$ cat src/rtl/core/mtt_pkg.sv
// ----------------------------------------------------------------------------
// mtt_pkg
// Shared types and codes for the timer table: entry layout, result layout,
// operation and result-kind codes.
// ----------------------------------------------------------------------------
`default_nettype none
package mtt_pkg;

  localparam int TIME_W = 25;
  localparam int IN_TIME_W = 24;
  localparam int ID_W = 16;
  localparam int EV_W = 8;
  localparam int PRI_W = 3;
  localparam int PERIOD_W = 16;
  localparam int MAX_RES = 16;
  localparam int NRES_W = 5;

  localparam logic [1:0] OP_TICK = 2'd0;
  localparam logic [1:0] OP_ONESHOT = 2'd1;
  localparam logic [1:0] OP_PERIODIC = 2'd2;
  localparam logic [1:0] OP_CANCEL = 2'd3;

  localparam logic [1:0] KIND_CREATE = 2'd0;
  localparam logic [1:0] KIND_CANCEL = 2'd1;
  localparam logic [1:0] KIND_EXPIRY = 2'd2;

  localparam logic [1:0] CFG_PERIOD = 2'd0;
  localparam logic [1:0] CFG_RUNNING = 2'd1;

  typedef struct packed {
    logic [TIME_W-1:0] rem;
    logic [TIME_W-1:0] rel;
    logic [ID_W-1:0]   id;
    logic [EV_W-1:0]   ev;
    logic [PRI_W-1:0]  pri;
    logic              cb;
  } entry_t;

  typedef struct packed {
    logic shift;
    logic load;
  } cell_ctl_t;

  typedef struct packed {
    logic [1:0]       kind;
    logic             status;
    logic [ID_W-1:0]  id;
    logic [EV_W-1:0]  ev;
    logic [PRI_W-1:0] pri;
    logic             per;
    logic             cb;
    logic             last;
  } res_t;

endpackage
`default_nettype wire

$ cat src/rtl/core/mtt_cell.sv
// ----------------------------------------------------------------------------
// mtt_cell
// One table slot: takes its neighbor's entry on shift, or a new entry on load.
// ----------------------------------------------------------------------------
`default_nettype none
module mtt_cell
  import mtt_pkg::*;
(
  input  wire logic      clk,
  input  wire cell_ctl_t ctl,
  input  wire entry_t    nbr_i,
  input  wire entry_t    load_i,
  output entry_t         q_o
);

  entry_t q_r;

  always_ff @(posedge clk) begin
    if (ctl.load) begin
      q_r <= load_i;
    end else if (ctl.shift) begin
      q_r <= nbr_i;
    end
  end

  assign q_o = q_r;

endmodule
`default_nettype wire

$ cat src/rtl/core/mtt_rem.sv
// ----------------------------------------------------------------------------
// mtt_rem
// Restoring remainder unit: one dividend bit per cycle.
// ----------------------------------------------------------------------------
`default_nettype none
module mtt_rem
  import mtt_pkg::*;
(
  input  wire logic                 clk,
  input  wire logic                 rst_n,
  input  wire logic                 start,
  input  wire logic [IN_TIME_W-1:0] dividend,
  input  wire logic [PERIOD_W-1:0]  divisor,
  output logic                      done,
  output logic [PERIOD_W-1:0]       rem
);

  logic [IN_TIME_W-1:0] dvd_r;
  logic [PERIOD_W-1:0]  dvs_r;
  logic [PERIOD_W:0]    rem_r;
  logic [4:0]           cnt_r;
  logic                 busy_r;
  logic                 done_r;
  logic [PERIOD_W:0]    trial;

  always_comb begin
    trial = {rem_r[PERIOD_W-1:0], dvd_r[IN_TIME_W-1]};
    if (trial >= {1'b0, dvs_r}) begin
      trial = trial - {1'b0, dvs_r};
    end
  end

  always_ff @(posedge clk) begin
    if (!rst_n) begin
      busy_r <= 1'b0;
      done_r <= 1'b0;
      cnt_r  <= '0;
    end else begin
      done_r <= 1'b0;
      if (start) begin
        busy_r <= 1'b1;
        cnt_r  <= '0;
        dvd_r  <= dividend;
        dvs_r  <= divisor;
        rem_r  <= '0;
      end else if (busy_r) begin
        rem_r <= trial;
        dvd_r <= {dvd_r[IN_TIME_W-2:0], 1'b0};
        cnt_r <= cnt_r + 5'd1;
        if (cnt_r == 5'(IN_TIME_W - 1)) begin
          busy_r <= 1'b0;
          done_r <= 1'b1;
        end
      end
    end
  end

  assign done = done_r;
  assign rem  = rem_r[PERIOD_W-1:0];

endmodule
`default_nettype wire

$ cat src/rtl/core/multi_timer_table_top.sv
// ----------------------------------------------------------------------------
// multi_timer_table_top
// Ordered table of one-shot and periodic timers held in a ring of cells.
// ----------------------------------------------------------------------------
// A tick rotates the whole ring once past one shared update stage and reports
// expiries in table order, at most one per cycle. A cancel rotates the ring once
// to search and, if the timer is found, closes the gap in a compaction state. A
// create waits on the remainder unit; a create into a full table is refused
// straight from idle. A paused tick returns at once. Results are strobed on
// out_valid for one cycle each and cannot be held off.
`default_nettype none
module multi_timer_table_top
  import mtt_pkg::*;
#(
  parameter int MAX_TIMERS = 16,
  parameter int FIRST_ONESHOT_ID = 16
)(
  input  wire logic                 clk,
  input  wire logic                 rst_n,
  input  wire logic                 start,
  output logic                      busy,
  input  wire logic [1:0]           in_op,
  input  wire logic [IN_TIME_W-1:0] in_time_ms,
  input  wire logic [ID_W-1:0]      in_timer_id,
  input  wire logic [EV_W-1:0]      in_event_code,
  input  wire logic [PRI_W-1:0]     in_priority_req,
  input  wire logic                 in_has_callback,
  output logic                      out_valid,
  output logic [1:0]                out_result_kind,
  output logic                      out_status,
  output logic [ID_W-1:0]           out_id,
  output logic [EV_W-1:0]           out_event,
  output logic [PRI_W-1:0]          out_priority,
  output logic                      out_periodic_source,
  output logic                      out_via_callback,
  output logic                      out_last,
  input  wire logic                 cfg_valid,
  output logic                      cfg_ready,
  input  wire logic [1:0]           cfg_index,
  input  wire logic [PERIOD_W-1:0]  cfg_data
);

  localparam int CW = $clog2(MAX_TIMERS + 1);

  localparam logic [2:0] ST_IDLE    = 3'd0;
  localparam logic [2:0] ST_TICK    = 3'd1;
  localparam logic [2:0] ST_TFLUSH  = 3'd2;
  localparam logic [2:0] ST_DIV     = 3'd3;
  localparam logic [2:0] ST_CANCEL  = 3'd4;
  localparam logic [2:0] ST_COMPACT = 3'd5;

  logic [2:0]           state_r, state_nxt;
  logic [PERIOD_W-1:0]  period_r;
  logic                 running_r;
  logic [CW-1:0]        count_r, count_nxt;
  logic [ID_W-1:0]      next_id_r, next_id_nxt;
  logic [CW-1:0]        step_r, step_nxt;
  logic [CW-1:0]        idx_r, idx_nxt;
  logic                 found_r, found_nxt;
  logic [NRES_W-1:0]    nres_r, nres_nxt;
  logic                 pend_v_r, pend_v_nxt;
  res_t                 pend_r, pend_nxt;
  logic [1:0]           op_r;
  logic [IN_TIME_W-1:0] time_r;
  logic [ID_W-1:0]      tid_r;
  logic [EV_W-1:0]      ev_r;
  logic [PRI_W-1:0]     pri_r;
  logic                 cb_r;
  logic                 out_valid_r;
  res_t                 out_r;

  logic                 emit_v;
  res_t                 emit_d;
  logic                 rot_en, compact_en, create_wr, div_start, div_done;
  logic [PERIOD_W-1:0]  div_rem;
  entry_t               q [MAX_TIMERS];
  entry_t               tail, new_ent, head;
  logic [TIME_W-1:0]    p25, sub, rt;
  logic                 hv, expire, last_step;

  assign cfg_ready = 1'b1;
  assign busy = (state_r != ST_IDLE);

  always_ff @(posedge clk) begin
    if (!rst_n) begin
      period_r  <= PERIOD_W'(1);
      running_r <= 1'b0;
    end else if (cfg_valid && cfg_ready) begin
      case (cfg_index)
        CFG_PERIOD:  period_r <= cfg_data;
        CFG_RUNNING: running_r <= cfg_data[0];
        default: ;
      endcase
    end
  end

  // div_start rises with the accepted request, so take the time off the port
  mtt_rem u_rem (
    .clk      (clk),
    .rst_n    (rst_n),
    .start    (div_start),
    .dividend (in_time_ms),
    .divisor  (period_r),
    .done     (div_done),
    .rem      (div_rem)
  );

  // Head update shared by the whole ring during a tick
  assign head = q[0];
  assign p25 = {{(TIME_W-PERIOD_W){1'b0}}, period_r};
  assign hv = ({1'b0, step_r} < {1'b0, count_r});
  assign sub = (head.rem > p25) ? head.rem - p25 : '0;
  assign expire = (state_r == ST_TICK) && hv && (head.rem != '0) && (sub < p25);
  assign last_step = (step_r == CW'(MAX_TIMERS - 1));

  always_comb begin
    tail = head;
    if (state_r == ST_TICK && hv && head.rem != '0) begin
      tail.rem = expire ? head.rel : sub;
    end
  end

  // Round up to the tick period
  always_comb begin
    rt = {1'b0, time_r};
    if (period_r != '0 && div_rem != '0) begin
      rt = {1'b0, time_r} + p25 - {{(TIME_W-PERIOD_W){1'b0}}, div_rem};
    end
    new_ent.rem = rt;
    new_ent.rel = (op_r == OP_PERIODIC) ? rt : '0;
    new_ent.id  = (op_r == OP_PERIODIC) ? tid_r : next_id_r;
    new_ent.ev  = ev_r;
    new_ent.pri = pri_r;
    new_ent.cb  = cb_r;
  end

  for (genvar k = 0; k < MAX_TIMERS; k++) begin : g_cell
    cell_ctl_t ctl;
    entry_t    nbr;
    assign ctl.shift = rot_en || (compact_en && (idx_r <= CW'(k)));
    assign ctl.load  = create_wr && (count_r == CW'(k));
    if (k == MAX_TIMERS - 1) begin : g_tail
      assign nbr = tail;
    end else begin : g_mid
      assign nbr = q[k+1];
    end
    mtt_cell u_cell (
      .clk    (clk),
      .ctl    (ctl),
      .nbr_i  (nbr),
      .load_i (new_ent),
      .q_o    (q[k])
    );
  end

  always_comb begin
    state_nxt   = state_r;
    count_nxt   = count_r;
    next_id_nxt = next_id_r;
    step_nxt    = step_r;
    idx_nxt     = idx_r;
    found_nxt   = found_r;
    nres_nxt    = nres_r;
    pend_v_nxt  = pend_v_r;
    pend_nxt    = pend_r;
    emit_v      = 1'b0;
    emit_d      = '0;
    rot_en      = 1'b0;
    compact_en  = 1'b0;
    create_wr   = 1'b0;
    div_start   = 1'b0;
    case (state_r)
      ST_IDLE: begin
        if (start) begin
          step_nxt = '0;
          case (in_op)
            OP_TICK: begin
              if (running_r && period_r != '0) begin
                state_nxt  = ST_TICK;
                nres_nxt   = '0;
                pend_v_nxt = 1'b0;
              end
            end
            OP_ONESHOT, OP_PERIODIC: begin
              if (count_r >= CW'(MAX_TIMERS)) begin
                emit_v        = 1'b1;
                emit_d.kind   = KIND_CREATE;
                emit_d.status = 1'b1;
                emit_d.per    = (in_op == OP_PERIODIC);
                emit_d.last   = 1'b1;
              end else begin
                state_nxt = ST_DIV;
                div_start = 1'b1;
              end
            end
            default: begin
              state_nxt = ST_CANCEL;
              found_nxt = 1'b0;
            end
          endcase
        end
      end
      ST_TICK: begin
        rot_en = 1'b1;
        if (expire && nres_r < NRES_W'(MAX_RES)) begin
          if (pend_v_r) begin
            emit_v = 1'b1;
            emit_d = pend_r;
          end
          pend_v_nxt      = 1'b1;
          pend_nxt.kind   = KIND_EXPIRY;
          pend_nxt.status = 1'b0;
          pend_nxt.id     = head.id;
          pend_nxt.ev     = head.ev;
          pend_nxt.pri    = head.pri;
          pend_nxt.per    = (head.rel != '0);
          pend_nxt.cb     = head.cb;
          pend_nxt.last   = 1'b0;
          nres_nxt        = nres_r + NRES_W'(1);
        end
        step_nxt = step_r + CW'(1);
        if (last_step) begin
          state_nxt = ST_TFLUSH;
        end
      end
      ST_TFLUSH: begin
        // flag the held-back expiry as final
        if (pend_v_r) begin
          emit_v      = 1'b1;
          emit_d      = pend_r;
          emit_d.last = 1'b1;
        end
        pend_v_nxt = 1'b0;
        state_nxt  = ST_IDLE;
      end
      ST_DIV: begin
        if (div_done) begin
          create_wr     = 1'b1;
          count_nxt     = count_r + CW'(1);
          emit_v        = 1'b1;
          emit_d.kind   = KIND_CREATE;
          emit_d.id     = new_ent.id;
          emit_d.per    = (op_r == OP_PERIODIC);
          emit_d.last   = 1'b1;
          if (op_r != OP_PERIODIC) begin
            next_id_nxt = next_id_r + ID_W'(1);
          end
          state_nxt = ST_IDLE;
        end
      end
      ST_CANCEL: begin
        rot_en = 1'b1;
        if (!found_r && hv && head.id == tid_r) begin
          found_nxt = 1'b1;
          idx_nxt   = step_r;
        end
        step_nxt = step_r + CW'(1);
        if (last_step) begin
          if (found_nxt) begin
            state_nxt = ST_COMPACT;
          end else begin
            emit_v        = 1'b1;
            emit_d.kind   = KIND_CANCEL;
            emit_d.status = 1'b1;
            emit_d.id     = tid_r;
            emit_d.last   = 1'b1;
            state_nxt     = ST_IDLE;
          end
        end
      end
      ST_COMPACT: begin
        // close the gap left by the removed entry
        compact_en  = 1'b1;
        count_nxt   = count_r - CW'(1);
        emit_v      = 1'b1;
        emit_d.kind = KIND_CANCEL;
        emit_d.id   = tid_r;
        emit_d.last = 1'b1;
        state_nxt   = ST_IDLE;
      end
      default: state_nxt = ST_IDLE;
    endcase
  end

  always_ff @(posedge clk) begin
    if (!rst_n) begin
      state_r     <= ST_IDLE;
      count_r     <= '0;
      next_id_r   <= ID_W'(FIRST_ONESHOT_ID);
      step_r      <= '0;
      found_r     <= 1'b0;
      nres_r      <= '0;
      pend_v_r    <= 1'b0;
      out_valid_r <= 1'b0;
    end else begin
      state_r     <= state_nxt;
      count_r     <= count_nxt;
      next_id_r   <= next_id_nxt;
      step_r      <= step_nxt;
      found_r     <= found_nxt;
      nres_r      <= nres_nxt;
      pend_v_r    <= pend_v_nxt;
      out_valid_r <= emit_v;
    end
  end

  always_ff @(posedge clk) begin
    idx_r  <= idx_nxt;
    pend_r <= pend_nxt;
    out_r  <= emit_d;
    if (start && !busy) begin
      op_r   <= in_op;
      time_r <= in_time_ms;
      tid_r  <= in_timer_id;
      ev_r   <= in_event_code;
      pri_r  <= in_priority_req;
      cb_r   <= in_has_callback;
    end
  end

  assign out_valid           = out_valid_r;
  assign out_result_kind     = out_r.kind;
  assign out_status          = out_r.status;
  assign out_id              = out_r.id;
  assign out_event           = out_r.ev;
  assign out_priority        = out_r.pri;
  assign out_periodic_source = out_r.per;
  assign out_via_callback    = out_r.cb;
  assign out_last            = out_r.last;

endmodule
`default_nettype wire

$ cat config.mk
export PLATFORM = sky130hd
export DESIGN_NAME = multi_timer_table_top
export DESIGN_NICKNAME = d
export VERILOG_FILES = /design/src/rtl/core/mtt_pkg.sv /design/src/rtl/core/mtt_cell.sv /design/src/rtl/core/mtt_rem.sv /design/src/rtl/core/multi_timer_table_top.sv
export SDC_FILE = /design/constraint.sdc
export NUM_CORES = 2
export LEC_CHECK = 0
export BUFFER_PORTS_ARGS = -buffer_cell sky130_fd_sc_hd__buf_2
export CORE_MARGIN = 2
export CORE_UTILIZATION = 35
export DETAILED_ROUTE_END_ITERATION = 8
export GPL_ROUTABILITY_DRIVEN = 0
export GPL_TIMING_DRIVEN = 1
export SETUP_SLACK_MARGIN = 0.05
export SYNTH_ARGS = -nofsm -noshare
export SYNTH_HDL_FRONTEND = slang
export SYNTH_SLANG_ARGS = --single-unit
$ cat constraint.sdc
create_clock -name clk -period 17.95 [get_ports clk]
set_input_delay 5.385 -clock clk [delete_from_list [all_inputs] [get_ports clk]]
set_output_delay 5.385 -clock clk [all_outputs]
set_load 0.005 [all_outputs]
After elaboration in Yosys (flattened, before gate mapping) --
Cells that the tools add are included.
Operators by class: magnitude comparators 22, bitwise logic cells 2, $add $sub $neg 10, eq/ne operators 38, muxes and demuxes 110, reduce and logical (&&, ||, !) cells 108
Operator list (count):
- $mux W78 | 32
- $mux W25 | 5
- $mux W33 | 3
- $pmux W16 S5 | 1
- $mux W16 | 4
- $reduce_bool A25 Y1 | 2
- $sub A25 B16 Y25 | 2
- $mux W24 | 2
- $eq A5 B4 Y1 const B | 9
- $reduce_bool A2 Y1 | 21
- $logic_and A1 B1 Y1 | 41
- $le A5 B4 Y1 const B | 8
- $mux W18 | 2
- $mux W1 | 34
- $reduce_bool A16 Y1 | 2
- $mux W5 | 6
- $pmux W5 S2 | 3
- $add A24 B16 Y25 | 1
- $gt A25 B16 Y1 | 1
- $lt A25 B16 Y1 | 1
- $pmux W11 S2 | 1
- $mux W3 | 7
- $add A5 B1 Y5 const B | 4
- $eq A5 B3 Y1 const B | 4
- other kinds (42) | 94
Storage, ports and cells: output and inout port bits 36, word-level logic and storage cells 422, register bits 1486, bits of input ports 76

Depth between registers and ports, before layout --
word-level depth 8, mapped depth 23, gate-level depth less buffers 21

By module --
A second synthesis with hierarchy kept.
Second synthesis, totals: cells, all modules 4320, area, all modules 68507.0 µm²
By module, submodules not included:
- mtt_cell | seq. area each 2342.2 µm², area an instance 3324.4 µm², cells each 166, times used 16
- multi_timer_table_top | seq. area each 4384.2 µm², area an instance 11946.5 µm², cells each 1391, times used 1
- mtt_rem | seq. area each 1821.7 µm², area an instance 3369.5 µm², cells each 273, times used 1

Least setup slack after synthesis --
OpenSTA, ideal clock, no wires.
kind register to register, start point register state_r[0], end point register g_cell[1].u_cell.q_r, in the netlist g_cell[1].u_cell.q_o[0], enable pin, period minus slack after synthesis 11.356 ns, arrival 10.575 ns, setup slack 6.594 ns, cell stages (with the launch flop) 7, buffers on the path 2, cells stage by stage dfxtp_1 clkbuf_1 clkbuf_1 nand3_1 nor2_1 nand2_1 o311ai_0
Between the ends: word-level cells in the longest chain between the ends 5, elaborated cells on any way between the ends 12, classes of those cells eq/ne (4); mux (3); reduce/logical (5)
RTL lines:
- start, declared | line multi_timer_table_top.sv:52 | logic [2:0] state_r, state_nxt;
- start signal, assigned | line multi_timer_table_top.sv:296 | state_r <= state_nxt;
- $eq A3 B1 Y1 or $eq A3 B3 Y1 (tied branches) | line multi_timer_table_top.sv:172 | case (state_r)
- $reduce_or A2 Y1 (no source line) or $mux W1 (tied branches)
- $mux W1 or $logic_and A1 B1 Y1 (tied branches) | line multi_timer_table_top.sv:172, multi_timer_table_top.sv:140
- $logic_or A1 B1 Y1 | line multi_timer_table_top.sv:140 | assign ctl.shift = rot_en || (compact_en && (idx_r <= CW'(k)));
- $reduce_bool A2 Y1 (no source line) (*)
- end signal, assigned | line mtt_cell.sv:20 | q_r <= load_i;
- end signal, assigned | line mtt_cell.sv:22 | q_r <= nbr_i;
- end, declared | line mtt_cell.sv:16 | entry_t q_r;
Every way passes the cells marked *; elsewhere a longest branch is shown, timed or not. A chain may end at the register's enable or synchronous reset.

Worst setup path in the final report --
start point input start, end point register u_rem.dvd_r[6], enable pin
Between the ends: word-level cells in the longest chain between the ends 4
RTL lines:
- start, declared | line multi_timer_table_top.sv:20 | input wire logic start,
- $mux W1 | line multi_timer_table_top.sv:174 | if (start) begin
- $mux W1 | line multi_timer_table_top.sv:172
- $reduce_bool A2 Y1 (no source line)
- $reduce_and A2 Y1 (no source line)
- end signal, assigned | line mtt_rem.sv:43 | dvd_r <= dividend;
- end signal, assigned | line mtt_rem.sv:48 | dvd_r <= {dvd_r[IN_TIME_W-2:0], 1'b0};
- end, declared | line mtt_rem.sv:18 | logic [IN_TIME_W-1:0] dvd_r;
Every way passes these cells.

==> impl_metrics.json <==
{
  "netlist_instances": 5562,
  "cts_tree": "yes",
  "first_global_vias": 42320,
  "fin_crit_ps": 8169,
  "power.leakage_nw": 27.03,
  "initialDrtViolationCount": 4242,
  "dieArea_um2": 189100,
  "ir_drop_uv": 177.9,
  "vias_per_cell": 5.337,
  "final_nets": 5706,
  "maxCapViolations": 0,
  "cts.sinks": 1486,
  "die_w_um": 434.9,
  "port_buffers": 110,
  "grt_max_degree": 100,
  "worst-path-max-fanout": 56,
  "rows": 158,
  "worstPathArrival_ps": 8570,
  "htreeDepth": 4,
  "wl_per_cell_um": 21.06,
  "cp_slowest_cell": "nor2_4",
  "hold_class": "flip-flop to flip-flop",
  "worstPathCellList": "buf_2, and2_4, nand2_1, nor2_4, nor2_1, nor2_4",
  "antenna_left": 0,
  "post-cts-setup-buffers": 0,
  "status": "completed",
  "synth_seq_area_share": 0.6721,
  "synth_async_sr_flop_share": 0,
  "ys_warn_count": 0,
  "ys_types": 77,
  "synth_edf_count": 1392,
  "hold_viol": 0,
  "drcViolationCount": 0,
  "critPathMaxStageDelay_ps": 910,
  "initial_core_util": 0.3512,
  "clock_latency_ps": 790,
  "syn_nets": 5749,
  "yosys_most_used_dff": "edfxtp_1",
  "synthesis.area_um2": 64990,
  "maxSlewViolCount": 0,
  "holdWs_ps": 457.2,
  "clk_pin_slew_ps": 60,
  "path_common_cell": "nor2_4",
  "slew_headroom": 0.1678,
  "cts-resized-gates": 0,
  "critPathKind": "input port to flip-flop",
  "setup_tns_ps": 0,
  "endpoint_kind": "flip-flop",
  "clockRootBuffer": "clkbuf_16",
  "max_freq_mhz": 122.4,
  "io_pins": 112,
  "fill_cells": 17740,
  "drive_gt1_frac": 0.1133,
  "crit_family": "simple AND/OR/NAND/NOR gates",
  "cts_hold_buf": 0,
  "synth_top_area_cell": "edfxtp_1",
  "vias": 43350,
  "critical_path_buf_inv_count": 1,
  "grtUsageTotal": 0.1778,
  "dr.pass1.iters": 7,
  "required_ps": 18350,
  "post-route-period-util": 0.4551,
  "drt-total-wl_um": 171100,
  "cp-start-kind": "input port",
  "antenna_found_initial": 5,
  "tightest_slew_ps": 1248,
  "synth.top_cell.area_share": 0.6432,
  "fin_worst_skew_ps": 24.07,
  "grt_pass1_wl_um": 262000,
  "yosys-top-cells-area": "edfxtp_1 (64%), o21ai_0 (8.2%), nand2_1 (7.5%)",
  "area_growth_pct": 12.23,
  "cts_buffer_depth": 3,
  "setup_viol": 0,
  "cts_buffers": 148,
  "dieHeight_um": 434.9,
  "p_per_area_nw_per_um2": 175.7,
  "rsz0062_at_grt": "false",
  "grt-ovfl-total": 0,
  "ys_ff_latch": 1486,
  "synth_area_per_cell_um2": 11.68,
  "dpl.hpwl_um": 98740,
  "core_um2": 185000
}
==> cells in the final DEF (no fill, tap or decap), types with 45 or more instances in the layout <==
cell type / count
nand2_1: 1296
buf_2: 110
nor2_1: 171
dfxtp_1: 94
buf_4: 95
o21ai_0: 1059
inv_1: 124
edfxtp_1: 1392
ha_1: 93
a21oi_1: 132
nand3_1: 47
mux2_2: 169
xnor2_1: 45
clkbuf_16: 154
==> final timing paths <==
kind,to,depth (start not counted),slack (ps),startpoint
min,pend_r[8],0,460,g_cell[0].u_cell.q_o[6]
max,u_rem.dvd_r[6],6,9780,start
min reg2reg,pend_r[8],0,460,g_cell[0].u_cell.q_o[6]
max reg2reg,g_cell[15].u_cell.q_o[70],20,11640,period_r[1]
==> area by class of cell <==
type,count,area (um^2),share of cell area
clock inverters,71,619.3,0.008491
well taps,2480,3103,0.04254
multi-input cells,3553,19710,0.2702
inverters,125,469.2,0.006433
clock buffers,202,4094,0.05613
diodes,1,2.502,0.00003431
repair buffers,205,1264,0.01733
flip-flops and latches,1486,43680,0.5989
==> through the flow <==
step / setup slack [ps] / cell area (um^2) / power [mW] / std cells / utilization
global route: 9448 / 72940 / 13.52 / 8123 / 0.3942
floorplan: 6594 / 64990 / 8.422 / 5562 / -
finish: 9781 / 72940 / 12.82 / 8123 / 0.3942
CTS: 9739 / 72940 / 12.90 / 8122 / 0.3942
global placement: 8981 / 68230 / 9.740 / 7849 / 0.3687
detailed placement: 8889 / 68230 / 9.813 / 7849 / 0.3687
==> registers in the layout, indices dropped and copies added, names as in the netlist, 2 cells and up <==
signal / cells
nres_r: 5
op_r: 2
step_r: 5
out_priority: 3
time_r: 24
pend_r: 29
idx_r: 5
u_rem.rem_r: 16
out_result_kind: 2
count_r: 5
u_rem.dvd_r: 24
pri_r: 3
u_rem.dvs_r: 16
state_r: 3
period_r: 16
out_id: 16
g_cell.u_cell.q_o: 1248
out_event: 8
tid_r: 16
u_rem.cnt_r: 5
next_id_r: 16
ev_r: 8
==> cell families (layout without fill, tap and decap cells) <==
logic type,count (synthesis),count (layout),share of synthesized area
other cells,1,2,0.00005770
buf+inv,523,603,0.03073
mux,206,206,0.03498
compound gates,1400,1400,0.1168
flops,1486,1486,0.6721
fa+ha+maj,111,111,0.02345
simple gates,1756,1756,0.1112
xor+xnor,79,79,0.01065
==> synthesized netlist by cell type (5+ instances only) <==
| cell | count |
|---|---|
| nand2b_1 | 33 |
| or2_2 | 6 |
| nor3b_1 | 7 |
| a221oi_1 | 10 |
| o211a_1 | 5 |
| inv_1 | 124 |
| a31oi_1 | 23 |
| nor2_1 | 174 |
| xor2_1 | 34 |
| ha_1 | 93 |
| o211ai_1 | 9 |
| o31ai_1 | 36 |
| and3_1 | 24 |
| o21ai_0 | 1059 |
| fa_1 | 18 |
| a21o_1 | 22 |
| o21a_1 | 15 |
| a211oi_1 | 12 |
| or3_1 | 13 |
| nor3_1 | 34 |
| o21bai_1 | 6 |
| o21ai_1 | 7 |
| nand3_1 | 72 |
| buf_1 | 9 |
| dfxtp_1 | 94 |
| mux2i_1 | 37 |
| nor4_1 | 28 |
| and2_1 | 9 |
| or4_1 | 5 |
| xnor2_1 | 45 |
| nand4_1 | 27 |
| a21oi_1 | 132 |
| edfxtp_1 | 1392 |
| a22oi_1 | 19 |
| mux2_2 | 169 |
| nor2b_1 | 12 |
| a211o_1 | 6 |
| nand2_1 | 1298 |
| clkbuf_1 | 380 |
==> metal layers <==
layer / up-vias / global-route usage / wire length (um)
met5: - / 0 / 0
met4: 0 / 0.05606 / 4582
met3: 252 / 0.02303 / 10220
met2: 1369 / 0.2917 / 80500
met1: 21800 / 0.2447 / 75770
li1: 19930 / - / -
==> power by group <==
group          internal [mW]  total, mW  switching [mW]
logic                  0.941       3.52            2.58
clock network           1.72       3.08            1.36
registers               5.74       6.22           0.483
total                   8.40       12.8            4.42
(Power assumes the default switching activity.)
